**src/rtl/core/tem_pkg.sv**
```systemverilog
// Package for the tunnel endpoint map table: beat types, operation and status codes,
// table geometry and small helpers shared by the core modules and the checker.
// Depends on nothing.
`default_nettype none

package tem_pkg;

    // Table geometry.
    localparam int CAPACITY = 64;
    localparam int IDX_W    = (CAPACITY > 1) ? $clog2(CAPACITY) : 1;
    localparam int CNT_W    = $clog2(CAPACITY + 1);

    // Operation codes carried in the func field.
    localparam logic [2:0] FN_LOOKUP4 = 3'd0;
    localparam logic [2:0] FN_LOOKUP6 = 3'd1;
    localparam logic [2:0] FN_SET     = 3'd2;
    localparam logic [2:0] FN_REMOVE  = 3'd3;
    localparam logic [2:0] FN_CLEAR   = 3'd4;

    // Result status codes.
    localparam logic [1:0] ST_OK   = 2'd0;
    localparam logic [1:0] ST_MISS = 2'd1;
    localparam logic [1:0] ST_FULL = 2'd2;

    // Input beat.
    typedef struct packed {
        logic [2:0]  func;
        logic [31:0] ipv4_addr;
        logic [63:0] ipv6_high;
        logic [63:0] ipv6_low;
        logic [15:0] tag;
    } t_in_beat;

    // Result beat.
    typedef struct packed {
        logic [1:0]  status;
        logic [31:0] found_ipv4;
        logic [63:0] found_ipv6_high;
        logic [63:0] found_ipv6_low;
        logic [15:0] found_tag;
    } t_out_beat;

    // One stored table entry.
    typedef struct packed {
        logic [31:0] ipv4;
        logic [63:0] ipv6_hi;
        logic [63:0] ipv6_lo;
        logic [15:0] tag;
    } t_slot;

    // Result beat that reports a stored entry.
    function automatic t_out_beat make_hit(input t_slot entry);
        t_out_beat beat;
        beat.status          = ST_OK;
        beat.found_ipv4      = entry.ipv4;
        beat.found_ipv6_high = entry.ipv6_hi;
        beat.found_ipv6_low  = entry.ipv6_lo;
        beat.found_tag       = entry.tag;
        return beat;
    endfunction

    // Result beat with a status and all entry fields zero.
    function automatic t_out_beat make_empty(input logic [1:0] status);
        t_out_beat beat;
        beat        = '0;
        beat.status = status;
        return beat;
    endfunction

endpackage

`default_nettype wire

```
**src/rtl/core/tem_match_unit.sv**
```systemverilog
// Shared compare unit: checks one stored slot against the request key or endpoint.
// Depends on tem_pkg.
`default_nettype none

module tem_match_unit
    import tem_pkg::*;
(
    input  wire logic     i_slot_valid,
    input  wire t_slot    i_entry,
    input  wire t_in_beat i_req,
    output logic          o_hit
);

    logic key_eq;
    logic ep_eq;

    // Key compare and full 128-bit endpoint compare.
    assign key_eq = (i_entry.ipv4 == i_req.ipv4_addr);
    assign ep_eq  = (i_entry.ipv6_hi == i_req.ipv6_high) && (i_entry.ipv6_lo == i_req.ipv6_low);

    // A reverse lookup matches on the endpoint, every other scan on the key.
    assign o_hit = i_slot_valid && ((i_req.func == FN_LOOKUP6) ? ep_eq : key_eq);

endmodule

`default_nettype wire

```
**config.mk**
```make
export PLATFORM = sky130hd
export DESIGN_NAME = tem_match_unit
export DESIGN_NICKNAME = d
export VERILOG_FILES = /design/src/rtl/core/tem_pkg.sv /design/src/rtl/core/tem_match_unit.sv
export SDC_FILE = /design/constraint.sdc
export NUM_CORES = 1
export LEC_CHECK = 0
export BUFFER_PORTS_ARGS = -buffer_cell sky130_fd_sc_hd__buf_2
export CAP_MARGIN = 10
export CORE_AREA = 10 10 131 133
export DETAILED_ROUTE_END_ITERATION = 16
export DIE_AREA = 0 0 141 143
export SYNTH_ARGS = -nofsm -noshare
export SYNTH_HDL_FRONTEND = slang
export SYNTH_SLANG_ARGS = --single-unit
```
**constraint.sdc**
```tcl
create_clock -name vclk -period 2.8
set_clock_uncertainty 0.2 [all_clocks]
set_input_delay 0 -clock vclk [all_inputs]
set_output_delay 0 -clock vclk [all_outputs]
set_load 0.02 [all_outputs]
```
* Yosys cells after proc, flatten, opt, wreduce, memory -nomap -nowiden
Index checks and enable logic that the tools add are counted.
Word-level totals: input bits 356, memories 0, bits in latches 0, ROM bits 0, register bits 0, memory bits (writable) 0
Cells by class: $add $sub $neg 0, reduce and logical (&&, ||, !) cells 2, multipliers 0, magnitude comparators 0, muxes and demuxes 1, divide/modulo/power cells 0, shift operators 0, bitwise logic cells 0, equality and inequality tests 4
Operators with widths (count):
- 64-bit equality test | 2
- 32-bit equality test | 1
- 3-bit by 1-bit equality test with 1-bit output, second input constant | 1
- 1-bit logical AND | 2
- 1-bit two-way mux | 1

* Depth between registers and ports, before layout
Gate-level depths: netlist of the first run.
depth after elaboration 4, depth in mapped cells 6, mapped depth without buffers 6

* Worst setup path before layout of the first run
OpenSTA, ideal clock, no wires.
path kind input to output, start point input port i_req[50] in the netlist's numbering, end point output port o_hit, slack 1450 ps, stages 6, path buffers 0, data arrival time 1150 ps, data required time 2600 ps, cell sequence xor2_1 nor4_1 nand4_1 nor4_1 a21oi_1 nor2_1
On the way: longest elaborated chain between the ends 4
RTL lines:
- from (decl) | line tem_match_unit.sv:10 | input wire t_in_beat i_req,
- 64-bit equality test | line tem_match_unit.sv:19 | assign ep_eq = (i_entry.ipv6_hi == i_req.ipv6_high) && (i_entry.ipv6_lo == i_req.ipv6_low);
- 1-bit logical AND | line tem_match_unit.sv:19
- 1-bit two-way mux | line tem_match_unit.sv:22 | assign o_hit = i_slot_valid && ((i_req.func == FN_LOOKUP6) ? ep_eq : key_eq);
- 1-bit logical AND | line tem_match_unit.sv:22
- to (decl) | line tem_match_unit.sv:11 | output logic o_hit
No other way between the ends.

* Final worst setup path of the first run
start point input port i_req[90] in the netlist's numbering, end point output port o_hit
The elaborated chain is that of the path after synthesis.

==> impl_results.rst, run 1 <==
.. list-table::
   :header-rows: 1

   * - Metric
     - Value
   * - Status
     - finished, final reports clean
   * - Fraction of final layout cells sized beyond drive strength 1
     - 59.9%
   * - HPWL after detailed placement
     - 11000 um
   * - Largest fanout of any net on the critical path
     - 1
   * - Launching element type of the critical path
     - input pin
   * - Die area
     - 20200 sq um
   * - Internal power consumption
     - 0.265 mW
   * - Setup slack after layout
     - 0.872 ns
   * - Number of standard-cell rows in the floorplan
     - 44
   * - Unrepaired setup endpoints after global routing
     - no
   * - Power density normalized to cell area
     - 127 nW/um^2
   * - Data required, critical path
     - 2.60 ns
   * - Leakage component of the power
     - 2.00 nW
   * - Share of synthesized area occupied by flip-flops and latches
     - 0%
   * - Number of clock-tree buffers in the layout
     - 0
   * - Worst Hold Depth
     - 4
   * - Initial drt markers
     - 43
   * - Worst supply voltage drop on vdd
     - 0.0570 mV
   * - Mapped Avg Cell Area
     - 8.04 sq um
   * - Hold Violations, Final
     - 0
   * - Count of different cell masters after synthesis
     - 7
   * - Slew headroom
     - 66.5%
   * - Number of global-route vias before repair
     - 3254
   * - Path length in cells of the critical path
     - 8
   * - Crit path max-delay family
     - simple AND/OR/NAND/NOR gates
   * - Category of the worst setup path capture point
     - output port
   * - Gate Count Post-Synth
     - 218
   * - CP max stage cell
     - sky130_fd_sc_hd__nor4_1
   * - Final Slew Violations
     - 0
   * - Cell Area, Synth
     - 1750 sq um
   * - Post-placement setup slack
     - 0.706 ns
   * - Final Setup Violations
     - 0
   * - Total of buffers placed on input and output ports
     - 325
   * - Sequential share of power
     - 0%
   * - CP max stage delay
     - 0.44 ns
   * - Number of warnings reported in the yosys synthesis log
     - 0
   * - Switching fraction of total power
     - 42.2%
   * - Relative contribution of the clock network to total power
     - 0%
   * - Final clock period utilization by the worst path
     - 68.9%
   * - Maximum number of pins on one net before global-route repair
     - 3
   * - Initial DRT Pass Iterations
     - 4
   * - Gr usage total
     - 9.70%
   * - Sum of negative setup slack
     - 0 ns
   * - Worst Tran Pin Value
     - 0.497 ns
   * - Post-route minimum period
     - 1.93 ns
   * - Data arrival time at the worst-slack endpoint
     - 1.73 ns
   * - Peak clock frequency supported by timing
     - 519 MHz
   * - Post-CTS Resized
     - 0
   * - Global placement routability congestion
     - 0.759
   * - Total vias in the final route
     - 2772
   * - Total overflow reported by the global router
     - 0
   * - Hold buffer count at CTS
     - 0
   * - Number of I/O pins
     - 357
   * - Std-Cell Core Area
     - 14400 sq um
   * - Wire per inst
     - 15.5 um
   * - Drt total wl
     - 11300 um
   * - First-pass GRT wire length
     - 15900 um
   * - Count of buffering cells on the critical path with inverters included
     - 2
   * - # DRC
     - 0
   * - Number of buffers added for setup after CTS
     - 0
   * - Final sequential cell count
     - 0
   * - Hold WC Path Type
     - in2out
   * - Average vias per placed instance
     - 3.81
   * - Switching component of the power
     - 0.193 mW
   * - Number of antenna cells inserted
     - 0
   * - Total Nets Final
     - 902
   * - Number of nets with antenna violations after detailed routing
     - 0
   * - Type of the worst setup path
     - in2out
   * - Synth-to-layout area growth
     - 106%
   * - Total nets after synthesis
     - 574
   * - Number of max-cap violations
     - 0
   * - Starting utilization of the core area
     - 12.1%
   * - Register Area
     - 0 sq um
   * - Crit path cell chain
     - buf_2 > xor2_1 > nor4_1 > nand4_1 > nor4_1 > a21oi_1 > nor2_1 > buf_2
   * - Chip height
     - 143 um
   * - Initial antenna violation count
     - 0
   * - DIE WIDTH
     - 141 um
   * - Proportion of power drawn by combinational gates
     - 100.0%
routing by layer:
layer  share of wire, %  GRT usage (%)
met5                  0              0
met4               0.60          0.598
met3                 13           4.41
met2                 52           19.3
met1                 34           9.28
cell families (layout without fill, tap and decap cells):
group	Yosys count	in the layout	synth area share, %
simple gates	56	56	19.4
buf+inv	0	326	0
xor+xnor	160	160	80.0
compound gates	2	2	0.571
synth_stat cells (all sizes together):
cell type	count	area [sq um]
xor2	160	1400
nor4	42	263
nand4	10	62.6
nand2	2	7.51
nor2	2	7.51
a21oi	1	5.00
o21ai	1	5.00
area by class of cell:
cell class | count | area, sq um
multi-input combinational | 218 | 1750
fill | 1619 | 10800
timing repair buffer | 326 | 1630
tap | 184 | 230
worst min-delay path: stages:
cell	delay, ns
sky130_fd_sc_hd__buf_2	0.09
sky130_fd_sc_hd__nand2_1	0.04
sky130_fd_sc_hd__nor2_1	0.04
sky130_fd_sc_hd__buf_2	0.15
final timing paths:
check / endpoint / from / slack (ns)
worst max-delay path: o_hit / i_req[90] / 0.87
worst min-delay path: o_hit / i_slot_valid / 0.13
cell usage in the layout, fill, tap and decap left out, drive strengths merged:
cell type	instances
o21ai	1
xor2	160
a21oi	1
nand2	2
nor2	2
nand4	10
nor4	42
buf	326
power groups by stage:
stage / clock network [mW] / registers [mW] / logic [mW]
detailed placement: 0 / 0 / 0.463
finish: 0 / 0 / 0.458
CTS: 0 / 0 / 0.466
global route: 0 / 0 / 0.506
floorplan: 0 / 0 / 0.164
global placement: 0 / 0 / 0.456
through the flow:
stage	util [%]	std cells	power [mW]	cell area (sq um)	hold WS [ns]
6_report	25.1	728	0.458	3620	0.127
5_1_grt	25.1	728	0.506	3620	0.177
4_1_cts	25.1	728	0.466	3620	0.131
3_5_place_dp	25.1	728	0.463	3620	0.130
3_3_place_gp	25.1	728	0.456	3620	0.129
2_1_floorplan	-	218	0.164	1750	-0.0739
(Power assumes the default switching activity.)
==> run 2: changes to the inputs <==
--- a/config.mk
+++ b/config.mk
@@ -7,9 +7,9 @@
 export LEC_CHECK = 0
 export BUFFER_PORTS_ARGS = -buffer_cell sky130_fd_sc_hd__buf_2
 export CAP_MARGIN = 10
-export CORE_AREA = 10 10 131 133
+export CORE_AREA = 10 10 129 131
 export DETAILED_ROUTE_END_ITERATION = 16
-export DIE_AREA = 0 0 141 143
+export DIE_AREA = 0 0 139 141
 export SYNTH_ARGS = -nofsm -noshare
 export SYNTH_HDL_FRONTEND = slang
 export SYNTH_SLANG_ARGS = --single-unit
==> constraint.sdc (replaced) <==
create_clock -name vclk -period 1.61
set_clock_uncertainty 0.2 [all_clocks]
set_input_delay 0 -clock vclk [all_inputs]
set_output_delay 0 -clock vclk [all_outputs]
set_load 0.02 [all_outputs]
==> run 2 against run 1 <==
Effect of this change: the run now ends with negative setup slack left; via count fell by 0.40%; combinational power rose by 86%; sequential share of layout area did not move; count of clock-buffer cells in the layout did not move; critical path type unchanged; highest routed layer unchanged.
==> impl_results.rst, run 2 (synthesis gave the netlist of run 1 again) <==
.. list-table::
   :header-rows: 1

   * - Metric
     - Value
   * - Commonest cells after routing, fill and taps aside
     - sky130_fd_sc_hd__buf_2 (319), sky130_fd_sc_hd__xor2_1 (156), sky130_fd_sc_hd__nor4_1 (32), sky130_fd_sc_hd__nand4_1 (10)
   * - Number of clock-tree buffers in the layout
     - 0
   * - Die area
     - 19600 sq um
   * - HPWL after detailed placement
     - 11000 um
   * - Data arrival time at the worst-slack endpoint
     - 1.61 ns
   * - Hold path startpoint
     - i_slot_valid
   * - Violated checks
     - negative setup slack
   * - Post-placement setup slack
     - -0.430 ns
   * - Worst Tran Pin Value
     - 0.351 ns
   * - Final Setup Violations
     - 1
   * - Number of standard-cell rows in the floorplan
     - 44
   * - Peak clock frequency supported by timing
     - 552 MHz
   * - Post-route non-filler standard cell count
     - 734
   * - Placed insts
     - 734
   * - Global placement routability congestion
     - 0.805
   * - Std-Cell Core Area
     - 14200 sq um
   * - Number of max-cap violations
     - 0
   * - Fraction of final layout cells sized beyond drive strength 1
     - 63.1%
   * - Total vias in the final route
     - 2761
   * - Number of global-route vias before repair
     - 3256
   * - Largest fanout of any net on the critical path
     - 1
   * - Status
     - complete, but fails checks
   * - Average vias per placed instance
     - 3.76
   * - DIE WIDTH
     - 139 um
   * - Number of antenna cells inserted
     - 0
   * - Launching element type of the critical path
     - input pin
   * - Hold Violations, Final
     - 0
   * - Total of buffers placed on input and output ports
     - 325
   * - Total overflow reported by the global router
     - 0
   * - Met3 wire length
     - 1200 um
   * - Most common cell after layout, fill and taps aside
     - sky130_fd_sc_hd__buf_2
   * - Register Area
     - 0 sq um
   * - Chip height
     - 141 um
   * - Leakage component of the power
     - 2.07 nW
   * - Starting utilization of the core area
     - 12.3%
   * - Final clock period utilization by the worst path
     - 113%
   * - Wire per inst
     - 15.6 um
   * - Initial drt markers
     - 40
   * - Type of the worst setup path
     - in2out
   * - Final Slew Violations
     - 0
   * - Highest metal used
     - met4
   * - Initial antenna violation count
     - 0
   * - Unrepaired setup endpoints after global routing
     - yes
   * - Count of filler cells inserted in the layout
     - 1581
   * - Final sequential cell count
     - 0
   * - Power density normalized to cell area
     - 223 nW/um^2
   * - Slew headroom
     - 76.5%
   * - First-pass GRT wire length
     - 16300 um
   * - Setup slack after layout
     - -0.203 ns
   * - Number of nets with antenna violations after detailed routing
     - 0
   * - Post-route minimum period
     - 1.81 ns
   * - Drt total wl
     - 11500 um
   * - Area used by multi-input combinational logic
     - 1870 sq um
   * - Data required, critical path
     - 1.41 ns
   * - # DRC
     - 0
   * - Total Nets Final
     - 908
   * - Synth-to-layout area growth
     - 117%
   * - Category of the worst setup path capture point
     - output port
   * - Hold buffer count at CTS
     - 0
   * - Total Power Consumption
     - 0.851 mW
   * - Launching element of the worst setup path
     - i_req[143]
   * - Detail Route met2 WL
     - 6030 um
   * - Gr usage total
     - 10.2%
   * - Number of I/O pins
     - 357
   * - Wire length on met1
     - 4180 um
   * - Worst supply voltage drop on vdd
     - 0.0988 mV
   * - Initial DRT Pass Iterations
     - 3
   * - Hold WC Path Type
     - in2out
   * - Maximum number of pins on one net before global-route repair
     - 3
## run 2: cell types whose count changed in the layout (fill, tap and decap cells not counted), sizes merged
cell,previous run,this run
buf,326,332
## run 2: per-layer routing
| metal | track usage [%] | vias to the layer above |
|---|---|---|
| met4 | 0.439 | 0 |
| li1 | - | 1420 |
| met1 | 10.5 | 1163 |
| met2 | 20.0 | 176 |
| met3 | 3.73 | 2 |
| met5 | 0 | - |
## run 2: final timing paths
check | to | slack, ns | depth (start not counted)
hold / removal | o_hit | 0.13 | 4
setup / recovery | o_hit | -0.20 | 9
## run 2: timing repair
item,in CTS,in global routing
buffers inserted,0,0
pin swaps,11,11
setup endpoints to repair,1,1
resized for setup,12,12
## run 2: layout make-up
type,instances,share of cell area (%)
timing repair buffer,332,44.9
tap,184,6.05
multi-input combinational,218,49.1
## run 2: worst max-delay path: stages
cell	delay [ns]
sky130_fd_sc_hd__buf_4	0.13
sky130_fd_sc_hd__xor2_2	0.14
sky130_fd_sc_hd__nor4_2	0.34
sky130_fd_sc_hd__nand4_1	0.19
sky130_fd_sc_hd__nor4_2	0.36
sky130_fd_sc_hd__buf_4	0.17
sky130_fd_sc_hd__a21oi_2	0.04
sky130_fd_sc_hd__nor2_1	0.09
sky130_fd_sc_hd__buf_4	0.15
## run 2: power breakdown
part           switching, mW  total [mW]  internal [mW]
Combinational          0.366       0.851          0.485
Sequential                 0           0              0
Clock                      0           0              0
Total                  0.366       0.851          0.485
## run 2: through the flow
stage | hold slack (ns) | cell area [sq um] | util, % | TNS [ns]
after global placement | 0.137 | 3660 | 25.8 | -0.460
after CTS | 0.127 | 3730 | 26.3 | -0.281
final | 0.128 | 3810 | 26.8 | -0.203
after floorplan | -0.0739 | 1750 | - | 0
after global routing | 0.141 | 3810 | 26.8 | -0.309
after detailed placement | 0.131 | 3660 | 25.8 | -0.430
